[config.mk]
export PLATFORM = sky130hd
export DESIGN_NAME = fan_tach_rpm_and_duty
export DESIGN_NICKNAME = d
export VERILOG_FILES = /design/src/rtl/fttd_pkg.sv /design/src/rtl/fttd_front.sv /design/src/rtl/fttd_div.sv /design/src/rtl/fttd_back.sv /design/src/rtl/fan_tach_rpm_and_duty.sv
export SDC_FILE = /design/constraint.sdc
export NUM_CORES = 2
export LEC_CHECK = 0
export BUFFER_PORTS_ARGS = -buffer_cell sky130_fd_sc_hd__buf_4
export CAP_MARGIN = 20
export CORE_MARGIN = 2
export CORE_UTILIZATION = 40
export CTS_CLUSTER_SIZE = 20
export DETAILED_ROUTE_END_ITERATION = 6
export GPL_ROUTABILITY_DRIVEN = 0
export GPL_TIMING_DRIVEN = 0
export PLACE_DENSITY_LB_ADDON = 0.05
export SETUP_SLACK_MARGIN = 0.05
export SLEW_MARGIN = 25
export SYNTH_ARGS = -nofsm -noshare
export SYNTH_HDL_FRONTEND = slang
export SYNTH_HIERARCHICAL = 1
export SYNTH_SLANG_ARGS = --single-unit
[constraint.sdc]
create_clock -name i_clk -period 7.7 [get_ports i_clk]
set_clock_uncertainty 0.2 [all_clocks]
set_input_delay 1.155 -clock i_clk [delete_from_list [all_inputs] [get_ports i_clk]]
set_output_delay 1.155 -clock i_clk [all_outputs]
set_load 0.05 [all_outputs]
[src/rtl/fttd_pkg.sv]
// ----------------------------------------------------------------------------
// fttd_pkg
// Shared types, codes and constants of the fan tach, rpm and duty unit.
// ----------------------------------------------------------------------------
package fttd_pkg;

    // field widths
    localparam int FUNC_W   = 2;
    localparam int CHAN_W   = 2;
    localparam int TIME_W   = 32;
    localparam int WIN_W    = 16;
    localparam int REQ_W    = 8;
    localparam int DUTY_W   = 7;
    localparam int CMP_W    = 17;
    localparam int RPM_W    = 16;
    localparam int CNT_W    = 16;
    localparam int DEB_W    = 8;
    localparam int TOP_W    = 16;
    localparam int CFG_IDX_W  = 2;
    localparam int CFG_DATA_W = 16;

    // count * 30000 fits in 31 bits
    localparam int NUM_W    = 31;
    // duty * (pwm_top + 1) stays below 2^23
    localparam int PROD_W   = 23;

    localparam int CHANNELS_DEF = 4;

    localparam int unsigned RPM_SCALE   = 30000;
    localparam int unsigned DUTY_MAX    = 100;
    localparam int unsigned RESET_PWM_TOP    = 1439;
    localparam int unsigned RESET_DEBOUNCE   = 2;
    localparam int unsigned RESET_START_DUTY = 50;
    localparam int unsigned DUTY_RESET =
        (RESET_START_DUTY > DUTY_MAX) ? DUTY_MAX : RESET_START_DUTY;

    // divide by 100 as multiply by ceil(2^30/100), exact for products below 2^23
    localparam int RECIP_SH = 30;
    localparam int RECIP_W  = 24;
    localparam int MULR_W   = PROD_W + RECIP_W;
    localparam logic [RECIP_W-1:0] RECIP = RECIP_W'((64'd1 << RECIP_SH) / 64'd100 + 64'd1);

    // command queue between front and back
    localparam int Q_DEPTH = 2;

    // input function codes
    localparam logic [FUNC_W-1:0] FUNC_EDGE   = 2'd0;
    localparam logic [FUNC_W-1:0] FUNC_WINDOW = 2'd1;
    localparam logic [FUNC_W-1:0] FUNC_DUTY   = 2'd2;

    // configuration register indexes
    localparam logic [CFG_IDX_W-1:0] CFG_DEBOUNCE   = 2'd0;
    localparam logic [CFG_IDX_W-1:0] CFG_PWM_TOP    = 2'd1;
    localparam logic [CFG_IDX_W-1:0] CFG_START_DUTY = 2'd2;

    // classified operations
    typedef logic [1:0] t_op;
    localparam t_op OP_NONE = 2'd0;
    localparam t_op OP_EDGE = 2'd1;
    localparam t_op OP_WIN  = 2'd2;
    localparam t_op OP_DUTY = 2'd3;

    typedef struct packed {
        t_op               op;
        logic              chan_ok;
        logic [CHAN_W-1:0] chan;
        logic [TIME_W-1:0] now;
        logic [WIN_W-1:0]  win;
        logic [DUTY_W-1:0] duty;
    } t_cmd;

    typedef struct packed {
        logic [DEB_W-1:0] debounce;
        logic [TOP_W-1:0] pwm_top;
    } t_cfg;

    typedef struct packed {
        logic             start;
        logic [NUM_W-1:0] num;
        logic [WIN_W-1:0] den;
    } t_div_req;

    typedef struct packed {
        logic             busy;
        logic             done;
        logic [RPM_W-1:0] quot;
    } t_div_rsp;

endpackage

[src/rtl/fttd_front.sv]
// ----------------------------------------------------------------------------
// fttd_front
// Accepts input words, classifies them into commands and queues them.
// ----------------------------------------------------------------------------
module fttd_front
    import fttd_pkg::*;
#(
    parameter int CHANNELS = CHANNELS_DEF
) (
    input  logic              i_clk,
    input  logic              i_rst_n,
    input  logic              i_valid,
    output logic              o_ready,
    input  logic [FUNC_W-1:0] i_func,
    input  logic [CHAN_W-1:0] i_channel,
    input  logic [TIME_W-1:0] i_now_ms,
    input  logic [WIN_W-1:0]  i_window_ms,
    input  logic [REQ_W-1:0]  i_duty_request,
    output logic              o_cmd_valid,
    output t_cmd              o_cmd,
    input  logic              i_pop
);

    localparam int Q_AW = $clog2(Q_DEPTH);
    localparam int Q_CW = $clog2(Q_DEPTH + 1);

    t_cmd             r_mem [Q_DEPTH];
    logic [Q_AW-1:0]  r_wptr;
    logic [Q_AW-1:0]  r_rptr;
    logic [Q_CW-1:0]  r_cnt;
    t_cmd             w_cmd;
    logic             w_push;

    always_comb begin
        w_cmd         = '0;
        w_cmd.chan_ok = (32'(i_channel) < 32'(CHANNELS));
        w_cmd.chan    = i_channel;
        w_cmd.now     = i_now_ms;
        w_cmd.win     = (i_window_ms == '0) ? WIN_W'(1) : i_window_ms;
        w_cmd.duty    = (i_duty_request > REQ_W'(DUTY_MAX)) ? DUTY_W'(DUTY_MAX)
                                                           : i_duty_request[DUTY_W-1:0];
        priority if (i_func == FUNC_WINDOW) begin
            w_cmd.op = OP_WIN;
        end else if (w_cmd.chan_ok && i_func == FUNC_EDGE) begin
            w_cmd.op = OP_EDGE;
        end else if (w_cmd.chan_ok && i_func == FUNC_DUTY) begin
            w_cmd.op = OP_DUTY;
        end else begin
            w_cmd.op = OP_NONE;
        end
    end

    assign o_ready     = (r_cnt != Q_CW'(Q_DEPTH));
    assign w_push      = i_valid && o_ready;
    assign o_cmd_valid = (r_cnt != '0);
    assign o_cmd       = r_mem[r_rptr];

    always_ff @(posedge i_clk) begin
        if (w_push) begin
            r_mem[r_wptr] <= w_cmd;
        end
    end

    always_ff @(posedge i_clk) begin
        if (!i_rst_n) begin
            r_wptr <= '0;
            r_rptr <= '0;
            r_cnt  <= '0;
        end else begin
            if (w_push) begin
                r_wptr <= r_wptr + Q_AW'(1);
            end
            if (i_pop) begin
                r_rptr <= r_rptr + Q_AW'(1);
            end
            unique case ({w_push, i_pop})
                2'b10:   r_cnt <= r_cnt + Q_CW'(1);
                2'b01:   r_cnt <= r_cnt - Q_CW'(1);
                default: r_cnt <= r_cnt;
            endcase
        end
    end

endmodule

[src/rtl/fttd_div.sv]
// ----------------------------------------------------------------------------
// fttd_div
// Radix-2 restoring divider, one quotient bit per cycle, 16-bit quotient.
// ----------------------------------------------------------------------------
module fttd_div
    import fttd_pkg::*;
(
    input  logic     i_clk,
    input  logic     i_rst_n,
    input  t_div_req i_req,
    output t_div_rsp o_rsp
);

    localparam int STEP_W = $clog2(RPM_W + 1);

    // caller guarantees num < den * 2^16, so the high part starts below den
    logic [WIN_W-1:0]  r_rem;
    logic [RPM_W-1:0]  r_quo;
    logic [WIN_W-1:0]  r_den;
    logic [STEP_W-1:0] r_step;
    logic              r_busy;
    logic              r_done;
    logic [WIN_W:0]    w_trial;
    logic              w_fit;

    assign w_trial = {r_rem, r_quo[RPM_W-1]};
    assign w_fit   = (w_trial >= {1'b0, r_den});

    always_ff @(posedge i_clk) begin
        if (i_req.start) begin
            r_rem <= WIN_W'(i_req.num[NUM_W-1:RPM_W]);
            r_quo <= i_req.num[RPM_W-1:0];
            r_den <= i_req.den;
        end else if (r_busy) begin
            r_rem <= w_fit ? WIN_W'(w_trial - {1'b0, r_den}) : w_trial[WIN_W-1:0];
            r_quo <= {r_quo[RPM_W-2:0], w_fit};
        end
    end

    always_ff @(posedge i_clk) begin
        if (!i_rst_n) begin
            r_busy <= 1'b0;
            r_done <= 1'b0;
            r_step <= '0;
        end else begin
            r_done <= 1'b0;
            if (i_req.start) begin
                r_busy <= 1'b1;
                r_step <= '0;
            end else if (r_busy) begin
                r_step <= r_step + STEP_W'(1);
                if (r_step == STEP_W'(RPM_W - 1)) begin
                    r_busy <= 1'b0;
                    r_done <= 1'b1;
                end
            end
        end
    end

    assign o_rsp.busy = r_busy;
    assign o_rsp.done = r_done;
    assign o_rsp.quot = r_quo;

endmodule

[src/rtl/fttd_back.sv]
// ----------------------------------------------------------------------------
// fttd_back
// Executes queued commands on the per-channel state and registers the result.
// ----------------------------------------------------------------------------
module fttd_back
    import fttd_pkg::*;
#(
    parameter int CHANNELS = CHANNELS_DEF
) (
    input  logic              i_clk,
    input  logic              i_rst_n,
    input  t_cfg              i_cfg,
    input  logic              i_cmd_valid,
    input  t_cmd              i_cmd,
    output logic              o_pop,
    output t_div_req          o_div_req,
    input  t_div_rsp          i_div_rsp,
    output logic              o_valid,
    input  logic              i_ready,
    output logic [DUTY_W-1:0] o_duty,
    output logic [CMP_W-1:0]  o_compare,
    output logic [RPM_W-1:0]  o_rpm,
    output logic              o_led_on
);

    localparam int IDX_W = (CHANNELS > 1) ? $clog2(CHANNELS) : 1;
    localparam int EXT_W = (IDX_W > CHAN_W) ? IDX_W : CHAN_W;

    localparam logic [2:0] ST_IDLE  = 3'd0;
    localparam logic [2:0] ST_EXEC  = 3'd1;
    localparam logic [2:0] ST_WMUL  = 3'd2;
    localparam logic [2:0] ST_WDIV  = 3'd3;
    localparam logic [2:0] ST_WWAIT = 3'd4;
    localparam logic [2:0] ST_CMP1  = 3'd5;
    localparam logic [2:0] ST_CMP2  = 3'd6;
    localparam logic [2:0] ST_OUT   = 3'd7;

    logic [2:0]        r_state;
    t_cmd              r_cmd;
    logic [IDX_W-1:0]  r_idx;

    logic [CNT_W-1:0]  r_count [CHANNELS];
    logic [TIME_W-1:0] r_last  [CHANNELS];
    logic              r_burst [CHANNELS];
    logic [RPM_W-1:0]  r_rpm   [CHANNELS];
    logic [DUTY_W-1:0] r_duty  [CHANNELS];

    logic [NUM_W-1:0]  r_num;
    logic [PROD_W-1:0] r_prod;
    logic [CMP_W-1:0]  r_cmpv;

    logic              r_out_valid;
    logic [DUTY_W-1:0] r_out_duty;
    logic [CMP_W-1:0]  r_out_cmp;
    logic [RPM_W-1:0]  r_out_rpm;
    logic              r_out_led;

    logic [EXT_W-1:0]  w_head_ext;
    logic [EXT_W-1:0]  w_cmd_ext;
    logic [IDX_W-1:0]  w_head_idx;
    logic [IDX_W-1:0]  w_cmd_idx;
    logic [TIME_W-1:0] w_dt;
    logic              w_sat;
    logic              w_last_ch;
    logic              w_load;
    logic [TOP_W:0]    w_period;
    logic [MULR_W-1:0] w_mulr;

    assign w_head_ext = EXT_W'(i_cmd.chan);
    assign w_cmd_ext  = EXT_W'(r_cmd.chan);
    assign w_head_idx = w_head_ext[IDX_W-1:0];
    assign w_cmd_idx  = w_cmd_ext[IDX_W-1:0];

    assign w_dt      = r_cmd.now - r_last[r_idx];
    // rpm would not fit in 16 bits
    assign w_sat     = ({1'b0, r_num} >= {r_cmd.win, {RPM_W{1'b0}}});
    assign w_last_ch = (r_idx == IDX_W'(CHANNELS - 1));
    assign w_load    = (r_state == ST_OUT) && (!r_out_valid || i_ready);
    assign w_period  = {1'b0, i_cfg.pwm_top} + (TOP_W + 1)'(1);
    assign w_mulr    = MULR_W'(r_prod) * MULR_W'(RECIP);

    assign o_pop = (r_state == ST_IDLE) && i_cmd_valid;

    assign o_div_req.start = (r_state == ST_WDIV) && !w_sat;
    assign o_div_req.num   = r_num;
    assign o_div_req.den   = r_cmd.win;

    always_ff @(posedge i_clk) begin
        if (r_state == ST_WMUL) begin
            r_num <= NUM_W'(r_count[r_idx]) * NUM_W'(RPM_SCALE);
        end
        if (r_state == ST_CMP1) begin
            r_prod <= PROD_W'(PROD_W'(r_duty[r_idx]) * PROD_W'(w_period));
        end
        if (r_state == ST_CMP2) begin
            r_cmpv <= CMP_W'(w_mulr >> RECIP_SH);
        end
        if (o_pop) begin
            r_cmd <= i_cmd;
        end
        if (w_load) begin
            r_out_duty <= r_cmd.chan_ok ? r_duty[r_idx] : '0;
            r_out_cmp  <= r_cmd.chan_ok ? r_cmpv : '0;
            r_out_rpm  <= r_cmd.chan_ok ? r_rpm[r_idx] : '0;
            r_out_led  <= (r_duty[0] != '0) || (r_duty[1] != '0);
        end
    end

    always_ff @(posedge i_clk) begin
        if (!i_rst_n) begin
            r_state     <= ST_IDLE;
            r_idx       <= '0;
            r_out_valid <= 1'b0;
            for (int c = 0; c < CHANNELS; c++) begin
                r_count[c] <= '0;
                r_last[c]  <= '0;
                r_burst[c] <= 1'b0;
                r_rpm[c]   <= '0;
                r_duty[c]  <= DUTY_W'(DUTY_RESET);
            end
        end else begin
            if (w_load) begin
                r_out_valid <= 1'b1;
            end else if (i_ready) begin
                r_out_valid <= 1'b0;
            end

            unique case (r_state)
                ST_IDLE: begin
                    if (i_cmd_valid) begin
                        r_idx   <= (i_cmd.op == OP_WIN) ? '0 : w_head_idx;
                        r_state <= ST_EXEC;
                    end
                end
                ST_EXEC: begin
                    unique case (r_cmd.op)
                        OP_EDGE: begin
                            r_last[r_idx] <= r_cmd.now;
                            priority if (w_dt < TIME_W'(i_cfg.debounce)) begin
                                r_burst[r_idx] <= 1'b1;
                            end else if (r_burst[r_idx]) begin
                                // first clean edge after a burst is dropped
                                r_burst[r_idx] <= 1'b0;
                            end else if (r_count[r_idx] != '1) begin
                                r_count[r_idx] <= r_count[r_idx] + CNT_W'(1);
                            end
                            r_state <= ST_CMP1;
                        end
                        OP_DUTY: begin
                            r_duty[r_idx] <= r_cmd.duty;
                            r_state       <= ST_CMP1;
                        end
                        OP_WIN: begin
                            r_state <= ST_WMUL;
                        end
                        OP_NONE: begin
                            r_state <= ST_CMP1;
                        end
                    endcase
                end
                ST_WMUL: begin
                    r_count[r_idx] <= '0;
                    r_state        <= ST_WDIV;
                end
                ST_WDIV: begin
                    if (w_sat) begin
                        r_rpm[r_idx] <= '1;
                        if (w_last_ch) begin
                            r_idx   <= w_cmd_idx;
                            r_state <= ST_CMP1;
                        end else begin
                            r_idx   <= r_idx + IDX_W'(1);
                            r_state <= ST_WMUL;
                        end
                    end else begin
                        r_state <= ST_WWAIT;
                    end
                end
                ST_WWAIT: begin
                    if (i_div_rsp.done) begin
                        r_rpm[r_idx] <= i_div_rsp.quot;
                        if (w_last_ch) begin
                            r_idx   <= w_cmd_idx;
                            r_state <= ST_CMP1;
                        end else begin
                            r_idx   <= r_idx + IDX_W'(1);
                            r_state <= ST_WMUL;
                        end
                    end
                end
                ST_CMP1: begin
                    r_state <= ST_CMP2;
                end
                ST_CMP2: begin
                    r_state <= ST_OUT;
                end
                ST_OUT: begin
                    if (w_load) begin
                        r_state <= ST_IDLE;
                    end
                end
                default: begin
                    r_state <= ST_IDLE;
                end
            endcase
        end
    end

    assign o_valid   = r_out_valid;
    assign o_duty    = r_out_duty;
    assign o_compare = r_out_cmp;
    assign o_rpm     = r_out_rpm;
    assign o_led_on  = r_out_led;

endmodule

[src/rtl/fan_tach_rpm_and_duty.sv]
// ----------------------------------------------------------------------------
// fan_tach_rpm_and_duty
// Multi-channel fan tachometer, rpm measurement and PWM duty unit.
// ----------------------------------------------------------------------------
// One result word per input word, in order. A front stage classifies each word
// and queues it (two entries deep), so input is taken while the back end works
// or a result waits. For a tach edge, a duty set or an idle code the back end
// does the pop, one state update, two multiply stages for the PWM compare
// (duty * (pwm_top + 1) / 100, the division done as a reciprocal multiply) and
// the output load. A window end walks all channels; each channel needs one
// multiply step, one saturation check and, unless the rpm saturates, a run of
// the shared bit-serial divider. start_duty only matters at reset, where every
// channel comes up at its reset value; later writes to it are ignored.
module fan_tach_rpm_and_duty
    import fttd_pkg::*;
#(
    parameter int CHANNELS = CHANNELS_DEF
) (
    input  logic                  i_clk,
    input  logic                  i_rst_n,
    input  logic                  i_cfg_we,
    input  logic [CFG_IDX_W-1:0]  i_cfg_idx,
    input  logic [CFG_DATA_W-1:0] i_cfg_wdata,
    input  logic                  i_valid,
    output logic                  o_ready,
    input  logic [FUNC_W-1:0]     i_func,
    input  logic [CHAN_W-1:0]     i_channel,
    input  logic [TIME_W-1:0]     i_now_ms,
    input  logic [WIN_W-1:0]      i_window_ms,
    input  logic [REQ_W-1:0]      i_duty_request,
    output logic                  o_valid,
    input  logic                  i_ready,
    output logic [DUTY_W-1:0]     o_duty,
    output logic [CMP_W-1:0]      o_compare,
    output logic [RPM_W-1:0]      o_rpm,
    output logic                  o_led_on
);

    t_cfg     r_cfg;
    logic     w_cmd_valid;
    t_cmd     w_cmd;
    logic     w_pop;
    t_div_req w_div_req;
    t_div_rsp w_div_rsp;

    always_ff @(posedge i_clk) begin
        if (!i_rst_n) begin
            r_cfg.debounce <= DEB_W'(RESET_DEBOUNCE);
            r_cfg.pwm_top  <= TOP_W'(RESET_PWM_TOP);
        end else if (i_cfg_we) begin
            unique case (i_cfg_idx)
                CFG_DEBOUNCE: r_cfg.debounce <= i_cfg_wdata[DEB_W-1:0];
                CFG_PWM_TOP:  r_cfg.pwm_top  <= i_cfg_wdata[TOP_W-1:0];
                // applied only at reset
                CFG_START_DUTY: r_cfg <= r_cfg;
                default:        r_cfg <= r_cfg;
            endcase
        end
    end

    fttd_front #(
        .CHANNELS (CHANNELS)
    ) u_front (
        .i_clk          (i_clk),
        .i_rst_n        (i_rst_n),
        .i_valid        (i_valid),
        .o_ready        (o_ready),
        .i_func         (i_func),
        .i_channel      (i_channel),
        .i_now_ms       (i_now_ms),
        .i_window_ms    (i_window_ms),
        .i_duty_request (i_duty_request),
        .o_cmd_valid    (w_cmd_valid),
        .o_cmd          (w_cmd),
        .i_pop          (w_pop)
    );

    fttd_div u_div (
        .i_clk   (i_clk),
        .i_rst_n (i_rst_n),
        .i_req   (w_div_req),
        .o_rsp   (w_div_rsp)
    );

    fttd_back #(
        .CHANNELS (CHANNELS)
    ) u_back (
        .i_clk       (i_clk),
        .i_rst_n     (i_rst_n),
        .i_cfg       (r_cfg),
        .i_cmd_valid (w_cmd_valid),
        .i_cmd       (w_cmd),
        .o_pop       (w_pop),
        .o_div_req   (w_div_req),
        .i_div_rsp   (w_div_rsp),
        .o_valid     (o_valid),
        .i_ready     (i_ready),
        .o_duty      (o_duty),
        .o_compare   (o_compare),
        .o_rpm       (o_rpm),
        .o_led_on    (o_led_on)
    );

`ifndef SYNTH
    a_pop_nonempty: assert property (@(posedge i_clk) disable iff (!i_rst_n)
        w_pop |-> w_cmd_valid)
        else $error("command queue popped while empty");

    a_div_start_idle: assert property (@(posedge i_clk) disable iff (!i_rst_n)
        w_div_req.start |-> !w_div_rsp.busy)
        else $error("divider restarted while busy");

    a_div_done_pulse: assert property (@(posedge i_clk) disable iff (!i_rst_n)
        w_div_rsp.done |=> !w_div_rsp.done)
        else $error("divider done held for more than one cycle");

    a_duty_range: assert property (@(posedge i_clk) disable iff (!i_rst_n)
        o_valid |-> (o_duty <= DUTY_W'(DUTY_MAX)))
        else $error("reported duty above 100 percent");
`endif

endmodule
==> impl_metrics.env <==
export IMPL_outcome="finished clean"
export IMPL_clockBufferDepth=3
export IMPL_dpl_cell_count=5507
export IMPL_rsz0062_at_grt="yes"
export IMPL_overflow=0
export IMPL_cts_buffers=80
export IMPL_tightest_slew_ps=982
export IMPL_start_util_pct=40.3
export IMPL_drtPass1Iterations=5
export IMPL_end_kind="flop"
export IMPL_vias_per_cell=5.06
export IMPL_worstPathRequired_ps=7920
export IMPL_io_buffer_count=123
export IMPL_grt_use_total_pct=19.4
export IMPL_wl_per_cell_um=19.8
export IMPL_die_h_um=344
export IMPL_boundaryPins=126
export IMPL_finalSetupViolCount=0
export IMPL_max_cap_violations=0
export IMPL_antenna_found_initial=2
export IMPL_grt_pass1_wl_um=175000
export IMPL_cp_top_family="adder cells"
export IMPL_final_antenna_net_count=0
export IMPL_fillCellCount=10600
export IMPL_fin_crit_ps=7290
export IMPL_insertion_delay_ps=660
export IMPL_path_clk_slew_ps=60
export IMPL_syn_area_mm2=0.0461
export IMPL_drv_slew=0
export IMPL_critical_path_class="reg -> reg"
export IMPL_fin_nets=4956
export IMPL_die_x_um=344
export IMPL_hold_viol_final=0
export IMPL_syn_to_final_growth_pct=13.6
export IMPL_drtIter0Drc=1697
export IMPL_core_area_mm2=0.114
export IMPL_syn_avg_cell_area_um2=12.0
export IMPL_crit_path_max_incr_delay_ps=550
export IMPL_htree_levels=3
export IMPL_slowest_stage="fa_1"
export IMPL_cts_tree="done"
export IMPL_finalSetupTns_ps=0
export IMPL_syn_inst=3849
export IMPL_drc=0
export IMPL_routed_wl_um=112000
export IMPL_path_buf_inv=6
export IMPL_dieArea_mm2=0.118
export IMPL_via_count=28700
export IMPL_crit_fanout=10
export IMPL_period_share_pct=94.7
export IMPL_grt_pass1_vias=29700
export IMPL_cts_root_buf="clkbuf_16"
export IMPL_final_cells=5674
export IMPL_diodes=0
export IMPL_fmax_mhz=137
export IMPL_clkSinkCount=666
export IMPL_rows=124
export IMPL_hp_class="reg -> reg"
export IMPL_relSlewSlack_pct=34.4
export IMPL_rrSetupSlack_ps=410
export IMPL_yosys_warnings=6
export IMPL_worstPathArrival_ps=7510
export IMPL_grt_max_degree=44
export IMPL_crit_path_start_kind="flop"
export IMPL_drive_gt1_share_pct=13.3
export IMPL_crit_chain="buf_2 -> clkbuf_4 -> mux4_2 -> inv_1 -> fa_1 -> inv_1 -> fa_1 -> inv_1 -> fa_1 -> inv_1 -> fa_1 -> fa_1 -> ha_1 -> a21o_1 -> a21o_1 -> a21oi_2 -> o21ai_0 -> a211oi_2 -> o31ai_1 -> or4_1 -> a31o_2 -> a21oi_1 -> xnor2_1"
export IMPL_dp_hpwl_um=87000
export IMPL_crit_path_frequent_cell="fa_1"
-- what timing repair did --
| item | CTS | global route |
|---|---|---|
| hold buffers | 0 | 0 |
| setup endpoints to repair | 144 | 43 |
| buffers inserted | 0 | 26 |
| gates resized for setup | 13 | 14 |
| cloned | 0 | 0 |
-- metrics by stage --
| stage | cell area [um2] | setup WS (ps) | hold slack (ps) | util, % |
|---|---|---|---|---|
| floorplan | 46100 | 170 | 235 | - |
| global placement | 48900 | -2980 | 249 | 42.8 |
| detailed placement | 49500 | -914 | 253 | 43.3 |
| CTS | 52100 | 92.9 | 264 | 45.6 |
| finish | 52400 | 409 | 259 | 45.8 |
| global route | 52400 | 20.9 | 277 | 45.8 |
-- worst min-delay path, stage by stage, from the launching register on --
cell	delay, ps
dfxtp_1	310
nand2_1	50
mux2i_1	50
-- metal layers --
layer | track usage (%) | share of wire, %
met3 | 2.32 | 3.4
met2 | 32.4 | 48
met5 | 0 | 0
met4 | 5.58 | 2.5
met1 | 26.6 | 46
-- registers in the layout, summed over array words and instances, names as in the netlist, 23 cells and up, named ones only --
register and cells:
r_cfg 24, u_back/r_prod 23, u_back/r_last 128, u_back/r_count 64
u_back/r_rpm 64, u_back/r_num 27, u_back/r_duty 28, u_back/r_cmd 42
u_front/r_mem 118
-- worst paths after layout --
check,endpoint,cells after the start,startpoint
max reg2reg,u_back/r_num[29],23,flop
min,r_cfg[22],2,r_cfg[22]
max,u_back/r_num[29],23,flop
min reg2reg,r_cfg[22],2,r_cfg[22]
-- placed cells by master, fill, tap and decap left out, drive strengths merged, types with 48 or more instances in the layout --
cell      n
buf     238
nor3    104
o21ai    65
inv     586
mux2     77
nor2    169
clkbuf  185
xnor2    85
fa      331
and3     85
and2    160
a21oi   137
mux4     71
dfxtp    48
ha      439
nand2   222
edfxtp  618
-- area by class of cell --
type / instances / area, um2 / area share, %
multi-input combinational: 2446 / 23900 / 45.6
clock inverter: 42 / 531 / 1.01
timing repair buffer: 169 / 1480 / 2.83
tap: 1512 / 1890 / 3.61
buffer: 155 / 797 / 1.52
clock buffer: 99 / 2090 / 4.00
sequential: 666 / 19500 / 37.3
inverter: 585 / 2200 / 4.20
Power is not shown: default switching activity piles up to over one toggle a cycle in this logic, so the estimate is an artifact.
